<file path="src/hdl/bpgb_pkg.sv">
// Shared types and constants for the box pair Gaussian bounds block.
// No dependencies; imported by bpgb_acc and box_pair_gaussian_bounds_top.
`timescale 1ns / 1ps

package bpgb_pkg;

  localparam int OUT_W      = 48;
  localparam int WEIGHT_W   = 16;
  localparam int TERM_SHIFT = 24;

  typedef enum logic [2:0] {
    S_IDLE,
    S_SQ_GO,
    S_SQ_RUN,
    S_WT_GO,
    S_WT_RUN,
    S_EMIT
  } state_t;

  typedef enum logic [1:0] {
    TERM_BEST,
    TERM_WORST,
    TERM_MIXED
  } term_t;

  typedef struct packed {
    logic  upd;
    term_t sel;
    logic  clear;
  } acc_ctrl_t;

endpackage

</file>
<file path="src/hdl/bpgb_smul.sv">
// Bit-serial shift-add multiplier: one multiplier bit per cycle, LSB first.
// Standalone; no package dependency.
`timescale 1ns / 1ps

module bpgb_smul #(
  parameter int AW = 44,
  parameter int BW = 22
) (
  input  logic                clk,
  input  logic                rst_n,
  input  logic                start,
  input  logic [AW-1:0]       a,
  input  logic [BW-1:0]       b,
  output logic                busy,
  output logic [AW+BW-1:0]    p
);

  localparam int CW = $clog2(BW + 1);

  logic [AW+BW-1:0] p_r, p_nxt;
  logic [CW-1:0]    cnt_r, cnt_nxt;
  logic [AW:0]      sum;

  assign sum = {1'b0, p_r[AW+BW-1:BW]} + (p_r[0] ? {1'b0, a} : (AW+1)'(0));

  always_comb begin
    p_nxt   = p_r;
    cnt_nxt = cnt_r;
    if (start) begin
      p_nxt   = {AW'(0), b};
      cnt_nxt = CW'(BW);
    end else if (cnt_r != '0) begin
      p_nxt   = {sum, p_r[BW-1:1]};
      cnt_nxt = cnt_r - 1'b1;
    end
  end

  always_ff @(posedge clk) begin
    if (!rst_n) begin
      cnt_r <= '0;
    end else begin
      cnt_r <= cnt_nxt;
    end
  end

  always_ff @(posedge clk) begin
    p_r <= p_nxt;
  end

  assign busy = (cnt_r != '0);
  assign p    = p_r;

endmodule

</file>
<file path="src/hdl/bpgb_acc.sv">
// Three saturating score accumulators with halving and tight-flag compare.
// Depends on bpgb_pkg (acc_ctrl_t, term_t, OUT_W).
`timescale 1ns / 1ps

module bpgb_acc #(
  parameter int ACC_BITS = 48,
  parameter int TW       = 42
) (
  input  logic                               clk,
  input  logic                               rst_n,
  input  bpgb_pkg::acc_ctrl_t                ctrl,
  input  logic [TW-1:0]                      term,
  output logic signed [bpgb_pkg::OUT_W-1:0]  best_half,
  output logic signed [bpgb_pkg::OUT_W-1:0]  worst_half,
  output logic signed [bpgb_pkg::OUT_W-1:0]  mixed_half,
  output logic                               tight
);

  import bpgb_pkg::*;

  localparam int CMPW = (TW > ACC_BITS) ? TW : ACC_BITS;
  localparam logic signed [ACC_BITS-1:0] ACC_MIN = {1'b1, {(ACC_BITS-1){1'b0}}};

  logic signed [ACC_BITS-1:0] best_r, best_nxt;
  logic signed [ACC_BITS-1:0] worst_r, worst_nxt;
  logic signed [ACC_BITS-1:0] mixed_r, mixed_nxt;
  logic signed [ACC_BITS-1:0] sel_sum, upd_val;
  logic [ACC_BITS-1:0]        head;
  logic                       over;
  logic signed [ACC_BITS-1:0] hb, hw, hm;

  function automatic logic signed [ACC_BITS-1:0] halve(input logic signed [ACC_BITS-1:0] s);
    logic [ACC_BITS-1:0] mag;
    logic [ACC_BITS-1:0] half;
    mag  = -s;
    half = mag >> 1;
    return signed'(-half);
  endfunction

  always_comb begin
    case (ctrl.sel)
      TERM_BEST:  sel_sum = best_r;
      TERM_WORST: sel_sum = worst_r;
      TERM_MIXED: sel_sum = mixed_r;
      default:    sel_sum = best_r;
    endcase
  end

  // distance to the negative limit: flip the sign bit of a non-positive sum
  assign head    = {~sel_sum[ACC_BITS-1], sel_sum[ACC_BITS-2:0]};
  assign over    = CMPW'(term) > CMPW'(head);
  assign upd_val = over ? ACC_MIN : (sel_sum - signed'(ACC_BITS'(term)));

  always_comb begin
    best_nxt  = best_r;
    worst_nxt = worst_r;
    mixed_nxt = mixed_r;
    if (ctrl.clear) begin
      best_nxt  = '0;
      worst_nxt = '0;
      mixed_nxt = '0;
    end else if (ctrl.upd) begin
      case (ctrl.sel)
        TERM_BEST:  best_nxt  = upd_val;
        TERM_WORST: worst_nxt = upd_val;
        TERM_MIXED: mixed_nxt = upd_val;
        default:    best_nxt  = best_r;
      endcase
    end
  end

  always_ff @(posedge clk) begin
    if (!rst_n) begin
      best_r  <= '0;
      worst_r <= '0;
      mixed_r <= '0;
    end else begin
      best_r  <= best_nxt;
      worst_r <= worst_nxt;
      mixed_r <= mixed_nxt;
    end
  end

  assign hb = halve(best_r);
  assign hw = halve(worst_r);
  assign hm = halve(mixed_r);

  assign best_half  = OUT_W'(hb);
  assign worst_half = OUT_W'(hw);
  assign mixed_half = OUT_W'(hm);
  assign tight      = (hb == hw);

endmodule

</file>
<file path="src/hdl/box_pair_gaussian_bounds_top.sv">
// Box pair Gaussian bounds, one dimension per transfer; uses bpgb_pkg, bpgb_smul, bpgb_acc.
// BW = max(COORD_BITS+2, 16) is the multiplier b width. in_stall holds off new transfers until
// the FSM is idle, as one bit-serial multiplier does six products per dimension in turn.
// out_valid is registered from S_EMIT after the last dimension; S_EMIT waits for out_free.
// Reset: synchronous active-low rst_n clears the FSM, sums and output valid.
`timescale 1ns / 1ps

module box_pair_gaussian_bounds_top #(
  parameter int COORD_BITS = 20,
  parameter int ACC_BITS   = 48
) (
  input  logic                                  clk,
  input  logic                                  rst_n,
  input  logic                                  in_valid,
  output logic                                  in_stall,
  input  logic signed [COORD_BITS-1:0]          in_part_offset,
  input  logic signed [COORD_BITS-1:0]          in_message_center,
  input  logic [COORD_BITS-2:0]                 in_message_half_range,
  input  logic signed [COORD_BITS-1:0]          in_domain_center,
  input  logic [COORD_BITS-2:0]                 in_domain_half_range,
  input  logic [bpgb_pkg::WEIGHT_W-1:0]         in_inverse_bandwidth,
  input  logic                                  in_last_dimension,
  output logic                                  out_valid,
  input  logic                                  out_stall,
  output logic signed [bpgb_pkg::OUT_W-1:0]     out_best_bound,
  output logic signed [bpgb_pkg::OUT_W-1:0]     out_worst_bound,
  output logic signed [bpgb_pkg::OUT_W-1:0]     out_mixed_bound,
  output logic                                  out_bounds_tight
);

  import bpgb_pkg::*;

  localparam int TB = COORD_BITS + 2;
  localparam int BW = (TB > WEIGHT_W) ? TB : WEIGHT_W;
  localparam int AW = 2 * TB;
  localparam int PW = AW + BW;
  localparam int TW = PW - TERM_SHIFT;

  state_t state_r, state_nxt;
  term_t  term_r, term_nxt;

  logic [TB-1:0]          gap_r, sr_r;
  logic signed [TB-1:0]   dr_r;
  logic [WEIGHT_W-1:0]    w_r;
  logic                   last_r;
  logic [AW-1:0]          sq_r;

  logic signed [TB-1:0]   diff;
  logic signed [TB:0]     marg;
  logic [TB-1:0]          m;

  logic                   in_xfer, out_free;
  logic                   mul_start, mul_busy, sq_load, out_load, wt_phase;
  logic [AW-1:0]          mul_a;
  logic [BW-1:0]          mul_b;
  logic [PW-1:0]          mul_p;
  acc_ctrl_t              acc_ctrl;

  logic signed [OUT_W-1:0] best_half, worst_half, mixed_half;
  logic                    tight;

  logic signed [OUT_W-1:0] out_best_r, out_worst_r, out_mixed_r;
  logic                    out_tight_r, out_valid_r, out_valid_nxt;

  assign in_stall = (state_r != S_IDLE);
  assign in_xfer  = in_valid && !in_stall;
  assign out_free = !out_valid_r || !out_stall;

  assign diff = TB'(in_part_offset) + TB'(in_message_center) - TB'(in_domain_center);

  always_ff @(posedge clk) begin
    if (in_xfer) begin
      gap_r  <= diff[TB-1] ? TB'(-diff) : TB'(diff);
      sr_r   <= TB'(in_message_half_range) + TB'(in_domain_half_range);
      dr_r   <= signed'(TB'(in_message_half_range)) - signed'(TB'(in_domain_half_range));
      w_r    <= in_inverse_bandwidth;
      last_r <= in_last_dimension;
    end
    if (sq_load) begin
      sq_r <= mul_p[AW-1:0];
    end
  end

  always_comb begin
    case (term_r)
      TERM_BEST:  marg = signed'({1'b0, gap_r}) - signed'({1'b0, sr_r});
      TERM_WORST: marg = signed'({1'b0, gap_r}) + signed'({1'b0, sr_r});
      TERM_MIXED: marg = signed'({1'b0, gap_r}) + (TB+1)'(dr_r);
      default:    marg = '0;
    endcase
  end

  assign m = (!marg[TB] && (marg != '0)) ? marg[TB-1:0] : '0;

  assign wt_phase = (state_r == S_WT_GO) || (state_r == S_WT_RUN);
  assign mul_a    = wt_phase ? sq_r : AW'(m);
  assign mul_b    = wt_phase ? BW'(w_r) : BW'(m);

  bpgb_smul #(
    .AW (AW),
    .BW (BW)
  ) u_smul (
    .clk   (clk),
    .rst_n (rst_n),
    .start (mul_start),
    .a     (mul_a),
    .b     (mul_b),
    .busy  (mul_busy),
    .p     (mul_p)
  );

  bpgb_acc #(
    .ACC_BITS (ACC_BITS),
    .TW       (TW)
  ) u_acc (
    .clk        (clk),
    .rst_n      (rst_n),
    .ctrl       (acc_ctrl),
    .term       (mul_p[PW-1:TERM_SHIFT]),
    .best_half  (best_half),
    .worst_half (worst_half),
    .mixed_half (mixed_half),
    .tight      (tight)
  );

  always_comb begin
    state_nxt = state_r;
    term_nxt  = term_r;
    case (state_r)
      S_IDLE: begin
        if (in_xfer) begin
          state_nxt = S_SQ_GO;
          term_nxt  = TERM_BEST;
        end
      end
      S_SQ_GO: state_nxt = S_SQ_RUN;
      S_SQ_RUN: begin
        if (!mul_busy) begin
          state_nxt = S_WT_GO;
        end
      end
      S_WT_GO: state_nxt = S_WT_RUN;
      S_WT_RUN: begin
        if (!mul_busy) begin
          case (term_r)
            TERM_BEST: begin
              term_nxt  = TERM_WORST;
              state_nxt = S_SQ_GO;
            end
            TERM_WORST: begin
              term_nxt  = TERM_MIXED;
              state_nxt = S_SQ_GO;
            end
            default: state_nxt = last_r ? S_EMIT : S_IDLE;
          endcase
        end
      end
      S_EMIT: begin
        if (out_free) begin
          state_nxt = S_IDLE;
        end
      end
      default: state_nxt = S_IDLE;
    endcase
  end

  always_comb begin
    mul_start      = 1'b0;
    sq_load        = 1'b0;
    out_load       = 1'b0;
    acc_ctrl.upd   = 1'b0;
    acc_ctrl.sel   = term_r;
    acc_ctrl.clear = 1'b0;
    case (state_r)
      S_SQ_GO:  mul_start = 1'b1;
      S_SQ_RUN: sq_load = !mul_busy;
      S_WT_GO:  mul_start = 1'b1;
      S_WT_RUN: acc_ctrl.upd = !mul_busy;
      S_EMIT: begin
        out_load       = out_free;
        acc_ctrl.clear = out_free;
      end
      default: mul_start = 1'b0;
    endcase
  end

  always_ff @(posedge clk) begin
    if (!rst_n) begin
      state_r <= S_IDLE;
      term_r  <= TERM_BEST;
    end else begin
      state_r <= state_nxt;
      term_r  <= term_nxt;
    end
  end

  assign out_valid_nxt = out_load || (out_valid_r && out_stall);

  always_ff @(posedge clk) begin
    if (!rst_n) begin
      out_valid_r <= 1'b0;
    end else begin
      out_valid_r <= out_valid_nxt;
    end
  end

  always_ff @(posedge clk) begin
    if (out_load) begin
      out_best_r  <= best_half;
      out_worst_r <= worst_half;
      out_mixed_r <= mixed_half;
      out_tight_r <= tight;
    end
  end

  assign out_valid        = out_valid_r;
  assign out_best_bound   = out_best_r;
  assign out_worst_bound  = out_worst_r;
  assign out_mixed_bound  = out_mixed_r;
  assign out_bounds_tight = out_tight_r;

`ifndef SYNTHESIS
  a_mul_idle_at_start: assert property (@(posedge clk) disable iff (!rst_n)
    (state_r == S_SQ_GO || state_r == S_WT_GO) |-> !mul_busy)
    else $error("multiplier restarted while busy");

  a_result_from_emit: assert property (@(posedge clk) disable iff (!rst_n)
    $rose(out_valid_r) |-> ($past(state_r) == S_EMIT))
    else $error("result raised outside emit");

  a_bounds_nonpositive: assert property (@(posedge clk) disable iff (!rst_n)
    (out_valid_r && (ACC_BITS <= OUT_W)) |->
      ((out_best_r[OUT_W-1] || out_best_r == '0) &&
       (out_worst_r[OUT_W-1] || out_worst_r == '0) &&
       (out_mixed_r[OUT_W-1] || out_mixed_r == '0)))
    else $error("positive bound");

  a_worst_lowest: assert property (@(posedge clk) disable iff (!rst_n)
    (out_valid_r && (ACC_BITS <= OUT_W)) |->
      (out_worst_r <= out_best_r && out_worst_r <= out_mixed_r))
    else $error("worst bound above best or mixed");
`endif

endmodule
</file>
<file path="config.mk">
export PLATFORM = sky130hd
export DESIGN_NAME = box_pair_gaussian_bounds_top
export DESIGN_NICKNAME = d
export VERILOG_FILES = /design/src/hdl/bpgb_pkg.sv /design/src/hdl/bpgb_smul.sv /design/src/hdl/bpgb_acc.sv /design/src/hdl/box_pair_gaussian_bounds_top.sv
export SDC_FILE = /design/constraint.sdc
export NUM_CORES = 2
export LEC_CHECK = 0
export BUFFER_PORTS_ARGS = -buffer_cell sky130_fd_sc_hd__buf_2
export CORE_MARGIN = 1
export CORE_UTILIZATION = 55
export CTS_CLUSTER_DIAMETER = 40
export DETAILED_ROUTE_END_ITERATION = 8
export PLACE_DENSITY = 0.74
export SYNTH_ARGS = -nofsm -noshare
export SYNTH_HDL_FRONTEND = slang
export SYNTH_SLANG_ARGS = --single-unit
</file>
<file path="constraint.sdc">
create_clock -name clk -period 9.6 [get_ports clk]
set_input_delay 0.48 -clock clk [delete_from_list [all_inputs] [get_ports clk]]
set_output_delay 0.48 -clock clk [all_outputs]
set_load 0.01 [all_outputs]
</file>
Yosys cells after proc, flatten, opt, wreduce, memory -nomap -nowiden
Index checks and enable logic that the tools add are counted.
Storage, ports and cells
  register bits: 491
  output and inout port bits: 147
  logic and storage cells: 108
  input port bits: 119
Operators by class
  order comparisons: 1
  equality and inequality tests: 13
  bitwise gates (word level): 2
  add/subtract/negate cells: 17
  muxes and demuxes: 27
  reductions and logical operators: 27
Operators by type and width (count)
  $neg A47 Y48: 3
  $neg A48 Y48: 3
  $pmux W48 S2: 1
  $mux W22: 4
  $mux W44: 2
  $pmux W23 S3: 1
  $eq A48 B48 Y1: 1
  $gt A42 B48 Y1: 1
  $mux W48: 1
  $sub A48 B43 Y48: 1
  $add A44 B44 Y45: 1
  $add A22 B22 Y23: 1
  $add A23 B20 Y23: 1
  $reduce_bool A23 Y1: 1
  $sub A22 B22 Y23: 1
  $neg A22 Y22: 1
  $sub A21 B20 Y22: 1
  $add A20 B20 Y21: 1
  $mux W21: 1
  $add A19 B19 Y20: 1
  $sub A19 B19 Y20: 1
  $mux W3: 6
  $pmux W3 S6: 1
  $mux W5: 2
  other kinds (23): 49

Logic depth before layout (Yosys ltp)
  word-level depth: 10
  depth in mapped cells: 34
  depth with buffers taken out: 31

Modules after synthesis
Synthesis repeated with hierarchy kept, for this count alone.
Second synthesis, totals
  cells, all modules: 4560
  area, all modules: 38775.9 µm²
Modules (own cells, without submodules)
  bpgb_acc: seq. area each 2882.8 µm², area each 17957.2 µm², cells an instance 2598, times used 1
  box_pair_gaussian_bounds_top: seq. area each 8137.8 µm², area each 15419.8 µm², cells an instance 1337, times used 1
  bpgb_smul: seq. area each 1641.6 µm², area each 5398.9 µm², cells an instance 625, times used 1

Least setup slack after synthesis
No wires, ideal clock.
  kind: register to register
  from: register term_r[1]
  to: register u_smul.p_r[62] (netlist: u_smul.p[62])
  data required time: 9.486 ns
  path slack: 2.012 ns
  buffers on the path: 4
  arrival time: 7.474 ns
  stages on the path, launching flop included: 34
  path through: dfxtp_1 -> inv_1 -> ha_1 -> clkbuf_1 -> clkbuf_1 -> clkbuf_1 -> nor2_1 -> xor2_1 -> ha_1 -> nor2b_1 -> o21ai_0 -> a21oi_1 -> o311ai_0 -> a31oi_1 -> a221oi_1 -> o2bb2ai_1 -> o21ai_0 -> xor2_1 -> a211oi_1 -> clkbuf_1 -> a32o_1 -> ha_1 -> o21a_1 -> o21a_1 -> a21o_1 -> o211ai_1 -> a211oi_1 -> a31oi_1 -> o21a_1 -> a31oi_1 -> a41oi_1 -> o21ai_0 -> and3_1 -> a2111oi_0
On the way
  cells in the longest elaborated chain, start to end: 8
  elaborated cells between the ends (all ways): 11
  classes of those cells: add/sub: 1; eq/ne: 2; mux: 4; reduce/logical: 4
Ends and longest elaborated chain
  from (decl): RTL line box_pair_gaussian_bounds_top.sv:40  | term_t term_r, term_nxt;
  from (signal assigned): RTL line box_pair_gaussian_bounds_top.sv:193  | term_r <= term_nxt;
  $eq A2 B2 Y1 (tied with other cells): RTL line box_pair_gaussian_bounds_top.sv:85  | case (term_r)
  $pmux W23 S3 *: RTL line box_pair_gaussian_bounds_top.sv:85
  $reduce_bool A23 Y1 / $logic_not A1 Y1 (equally long branches): RTL line box_pair_gaussian_bounds_top.sv:93  | assign m = (!marg[TB] && (marg != '0)) ? marg[TB-1:0] : '0;
  $logic_and A1 B1 Y1: RTL line box_pair_gaussian_bounds_top.sv:93
  $mux W22 *: RTL line box_pair_gaussian_bounds_top.sv:93
  $mux W44 *: RTL line box_pair_gaussian_bounds_top.sv:96  | assign mul_a = wt_phase ? sq_r : AW'(m);
  $mux W44 *: RTL line bpgb_smul.sv:24  | assign sum = {1'b0, p_r[AW+BW-1:BW]} + (p_r[0] ? {1'b0, a} : (AW+1)'(0));
  $add A44 B44 Y45 *: RTL line bpgb_smul.sv:24
  to (signal assigned): RTL line bpgb_smul.sv:47  | p_r <= p_nxt;
  to (decl): RTL line bpgb_smul.sv:20  | logic [AW+BW-1:0] p_r, p_nxt;
Mark *: on every way between the ends. The rest lies on a longest branch, timed or not.
A chain may end at the register's enable or synchronous reset.

Worst setup path after layout
  from: register sr_r[3]
  to: register u_smul.p_r[62] (netlist: u_smul.p[62])
On the way
  cells in the longest elaborated chain, start to end: 8
  elaborated cells between the ends (all ways): 10
  classes of those cells: add/sub: 3; mux: 4; reduce/logical: 3
Ends and longest elaborated chain
  from (decl): RTL line box_pair_gaussian_bounds_top.sv:42  | logic [TB-1:0] gap_r, sr_r;
  from (signal assigned): RTL line box_pair_gaussian_bounds_top.sv:74  | sr_r <= TB'(in_message_half_range) + TB'(in_domain_half_range);
  $add A22 B22 Y23 / $sub A22 B22 Y23 (equally long branches): RTL line box_pair_gaussian_bounds_top.sv:87, box_pair_gaussian_bounds_top.sv:86
  $pmux W23 S3 *: RTL line box_pair_gaussian_bounds_top.sv:85
  $reduce_bool A23 Y1 / $logic_not A1 Y1 (equally long branches): RTL line box_pair_gaussian_bounds_top.sv:93
  $logic_and A1 B1 Y1: RTL line box_pair_gaussian_bounds_top.sv:93
  $mux W22 *: RTL line box_pair_gaussian_bounds_top.sv:93
  $mux W44 *: RTL line box_pair_gaussian_bounds_top.sv:96
  $mux W44 *: RTL line bpgb_smul.sv:24
  $add A44 B44 Y45 *: RTL line bpgb_smul.sv:24
Marked as above.

==> summary.md <==
| Metric | Value |
|---|---|
| Detailed Route Iter0 Violations | `2629` |
| Top-count cell post-synth | `nand2_1` |
| Clock-pin slew on the worst setup and hold paths | `50 ps` |
| Unique masters post-synth | `106` |
| DP HPWL | `81100 um` |
| Die Height | `264 um` |
| Core area | `67600 um2` |
| DR WL/cell | `19.3 um` |
| CP Capture Type | `flop` |
| Core Rows | `95` |
| Worst Hold End | `w_r[7]$_DFFE_PP_` |
| Synth Instances | `4490` |
| Total grt overflow | `0` |
| Post-synth top cells | `nand2_1 (499), a21oi_1 (373), nor2_1 (357)` |
| Share of cells above drive strength 1 | `11.0%` |
| DR DRC count | `0` |
| Power per cell area | `387 nW/um2` |
| Slew HR | `19.4%` |
| Avg Vias per Cell | `6.06` |
| Top_reg_cell synth | `edfxtp_1` |
| CTS Sinks | `488` |
| Synth Cell Area | `37900 um2` |
| Worst vdd ir | `0.224 mV` |
| I/O pin count | `266` |
| Synth warnings | `0` |
| EDFF count, synth | `289` |
| Peak Freq | `121 MHz` |
| Slowest stage cell on the critical path | `a211oi_4` |
| Dominant cell type by area after synthesis | `edfxtp_1` |
| GP Congestion | `0.991` |
| Most used cell along the critical path | `o21a_1` |
| Post-layout net count | `5001` |
| DR vias | `33599` |
| Post-DRT Antenna Nets | `0` |
| R2r worst-path depth | `26` |
| Endpoints failing hold | `0` |
| Crit path DAT | `8740 ps` |
| Initial Utilization | `56.0%` |
| Slew @ Worst Pin | `1190 ps` |
| Reg2reg end | `u_smul.p[62]$_SDFFE_PN0P_` |
| Async S/R FF share, synth | `0%` |
| DIE WIDTH | `264 um` |
| CP Max Fanout | `19` |
| # resized after CTS | `0` |
| Mapped Nets | `4885` |
| Number of max-cap violations | `0` |
| CTS root buffer | `clkbuf_16` |
| First-pass GRT wire length | `168000 um` |
| Post-CTS Hold Fix Bufs | `0` |
| Post-route minimum period | `8270 ps` |
| Synthesis-stage register bit count | `488` |
| CTS tree | `yes` |
| Total CTS buffers | `81` |
| All-Layer GR Usage | `30.1%` |
| Area contributors post-synth | `edfxtp_1 (23%), dfxtp_1 (11%), ha_1 (8.3%)` |
| I/O Buffers | `265` |
| Vias in the first global route | `31058` |
| Number of antenna violations at the first check in global routing | `0` |
| Skew-Pair Late Insertion Delay | `640 ps` |
| Largest net degree at the start of global routing | `81` |
| Crit path kind | `reg2reg` |
| R2R setup slack | `1330 ps` |
| Total negative slack | `0 ps` |
| CTS Buffer Depth | `3` |
| Critical R2R Launch | `sr_r[3]$_DFFE_PP_` |
| Slew Viols, Final | `0` |
| Startpoint types | `flop` |
| Hold path depth | `1` |
| Routed Wire Length | `107000 um` |
| Syn_area_per_cell | `8.44 um2` |
| Area of the die | `70000 um2` |
| Leakage power | `18.4 nW` |
| Share of the synthesized area in the top cell type | `22.9%` |
| Fin crit share | `86.2%` |
| Hold Crit Start | `in_inverse_bandwidth[7]` |
| Synthesis-to-layout area growth | `11.8%` |
| WP data required | `10060 ps` |
| Final setup viols | `0` |
| Critical Path Max Stage Delay | `770 ps` |
| Seq/Total Area, Yosys | `33.4%` |
| DRT Pass-1 Iters | `6` |
| Run status | `completed` |
| Postcts setup bufs | `0` |
| Worst Hold Margin | `35.1 ps` |
| Clock skew | `36.2 ps` |
| RSZ-0062 raised after global routing | `false` |
| HP Class | `in2reg` |
| H-tree depth | `3` |
[area by class of cell]
cell class,instances,area (um2)
inverters,285,1070
clock buffers,96,2170
fillers,5832,25300
multi-input cells,3460,23200
diodes,1,2.50
repair buffers,290,1510
flip-flops and latches,488,12700
well taps,873,1090
clock inverters,54,621
[layout by cell type (no fill, tap or decap), types with 24 or more instances in the layout]
| master | Yosys | layout |
|---|---|---|
| xor2_1 | 186 | 186 |
| ha_1 | 250 | 247 |
| buf_2 | 14 | 265 |
| and3_1 | 53 | 52 |
| o21ai_0 | 147 | 147 |
| nor2b_1 | 29 | 28 |
| o211ai_1 | 26 | 26 |
| inv_1 | 285 | 284 |
| nand3_1 | 122 | 122 |
| a21o_1 | 89 | 89 |
| nand2_1 | 499 | 497 |
| dfxtp_1 | 199 | 199 |
| o31ai_1 | 30 | 30 |
| a22oi_1 | 64 | 64 |
| edfxtp_1 | 289 | 289 |
| nor2_1 | 357 | 356 |
| nand4_1 | 54 | 54 |
| nor3b_1 | 24 | 24 |
| o21a_1 | 28 | 28 |
| xnor2_1 | 278 | 278 |
| a31oi_1 | 44 | 43 |
| clkbuf_16 | 0 | 84 |
| buf_4 | 1 | 25 |
| or4_1 | 36 | 36 |
| nor4_1 | 59 | 59 |
| nand2b_1 | 54 | 54 |
| o21bai_1 | 27 | 27 |
| o22ai_1 | 26 | 26 |
| a21oi_1 | 373 | 373 |
| a211oi_1 | 27 | 26 |
| fa_1 | 26 | 26 |
| nor3_1 | 126 | 126 |
| or3_1 | 57 | 57 |
[how the worst max path moves through the flow]
stage / from / endpoint / cells past startpoint
final: sr_r[3]$_DFFE_PP_ / u_smul.p[62]$_SDFFE_PN0P_ / 26
after global routing: term_r[1]$_SDFFE_PN0P_ / u_smul.p[63]$_SDFFE_PN0P_ / 29
after CTS: term_r[1]$_SDFFE_PN0P_ / u_smul.p[62]$_SDFFE_PN0P_ / 29
after detailed placement: term_r[1]$_SDFFE_PN0P_ / u_smul.p[62]$_SDFFE_PN0P_ / 29
after global placement: term_r[1]$_SDFFE_PN0P_ / u_smul.p[63]$_SDFFE_PN0P_ / 29
after floorplan: term_r[1]$_SDFFE_PN0P_ / u_smul.p[62]$_SDFFE_PN0P_ / 33
[registers in the layout, indices dropped and copies added, names as in the netlist]
| register | count |
|---|---|
| dr_r | 20 |
| w_r | 16 |
| state_r | 3 |
| out_best_bound | 48 |
| u_acc.worst_r | 48 |
| sq_r | 44 |
| gap_r | 22 |
| u_acc.best_r | 48 |
| out_bounds_tight | 1 |
| out_worst_bound | 48 |
| term_r | 2 |
| out_valid | 1 |
| u_smul.p | 66 |
| u_smul.cnt_r | 5 |
| u_acc.mixed_r | 48 |
| out_mixed_bound | 48 |
| sr_r | 19 |
| last_r | 1 |
[critical path: cells and delay by family (launching register included)]
kind | cells | cell delay (ps)
adders and majority gates | 2 | 550
AOI/OAI and AO/OA | 18 | 4980
and+or+nand+nor | 4 | 1740
DFF | 1 | 410
xor gates and xnor gates | 2 | 430
[metrics by stage]
stage / utilization, % / setup WS, ps / area (um2) / instances / total power, mW
after floorplan: - / 2010 / 37900 / 4490 / 10.7
after global placement: 58.5 / 1600 / 39600 / 5396 / 13.2
after detailed placement: 58.5 / 1410 / 39600 / 5396 / 13.3
after CTS: 62.6 / 1370 / 42300 / 5546 / 16.3
after global routing: 62.6 / 532 / 42300 / 5546 / 17.5
final: 62.6 / 1330 / 42400 / 5547 / 16.4
[per-layer routing]
layer,up-vias,part of all wire [%],track usage [%]
li1,16322,-,-
met1,15788,42,39.1
met2,1247,47,49.7
met3,242,6.9,4.22
met4,0,4.2,13.5
met5,-,0,0
[cell families (layout without fill, tap and decap cells)]
logic type / Yosys count / in the layout / share of synthesized area [%]
buf+inv: 542 / 725 / 5.49
compound gates: 1069 / 1069 / 18.3
flops: 488 / 488 / 33.4
xor+xnor: 469 / 469 / 11.0
mux: 24 / 24 / 0.654
simple gates: 1622 / 1622 / 21.5
fa+ha+maj: 276 / 276 / 9.63
other cells: 0 / 1 / 0
[power breakdown]
| group | internal [mW] | switching (mW) | total, mW | leakage [nW] |
|---|---|---|---|---|
| Combinational | 3.92 | 6.26 | 10.2 | 12.7 |
| Clock | 1.89 | 1.11 | 2.99 | 1.36 |
| Sequential | 2.94 | 0.302 | 3.24 | 4.36 |
| Total | 8.74 | 7.67 | 16.4 | 18.4 |
No activity file was read; power rests on OpenSTA's default activity.
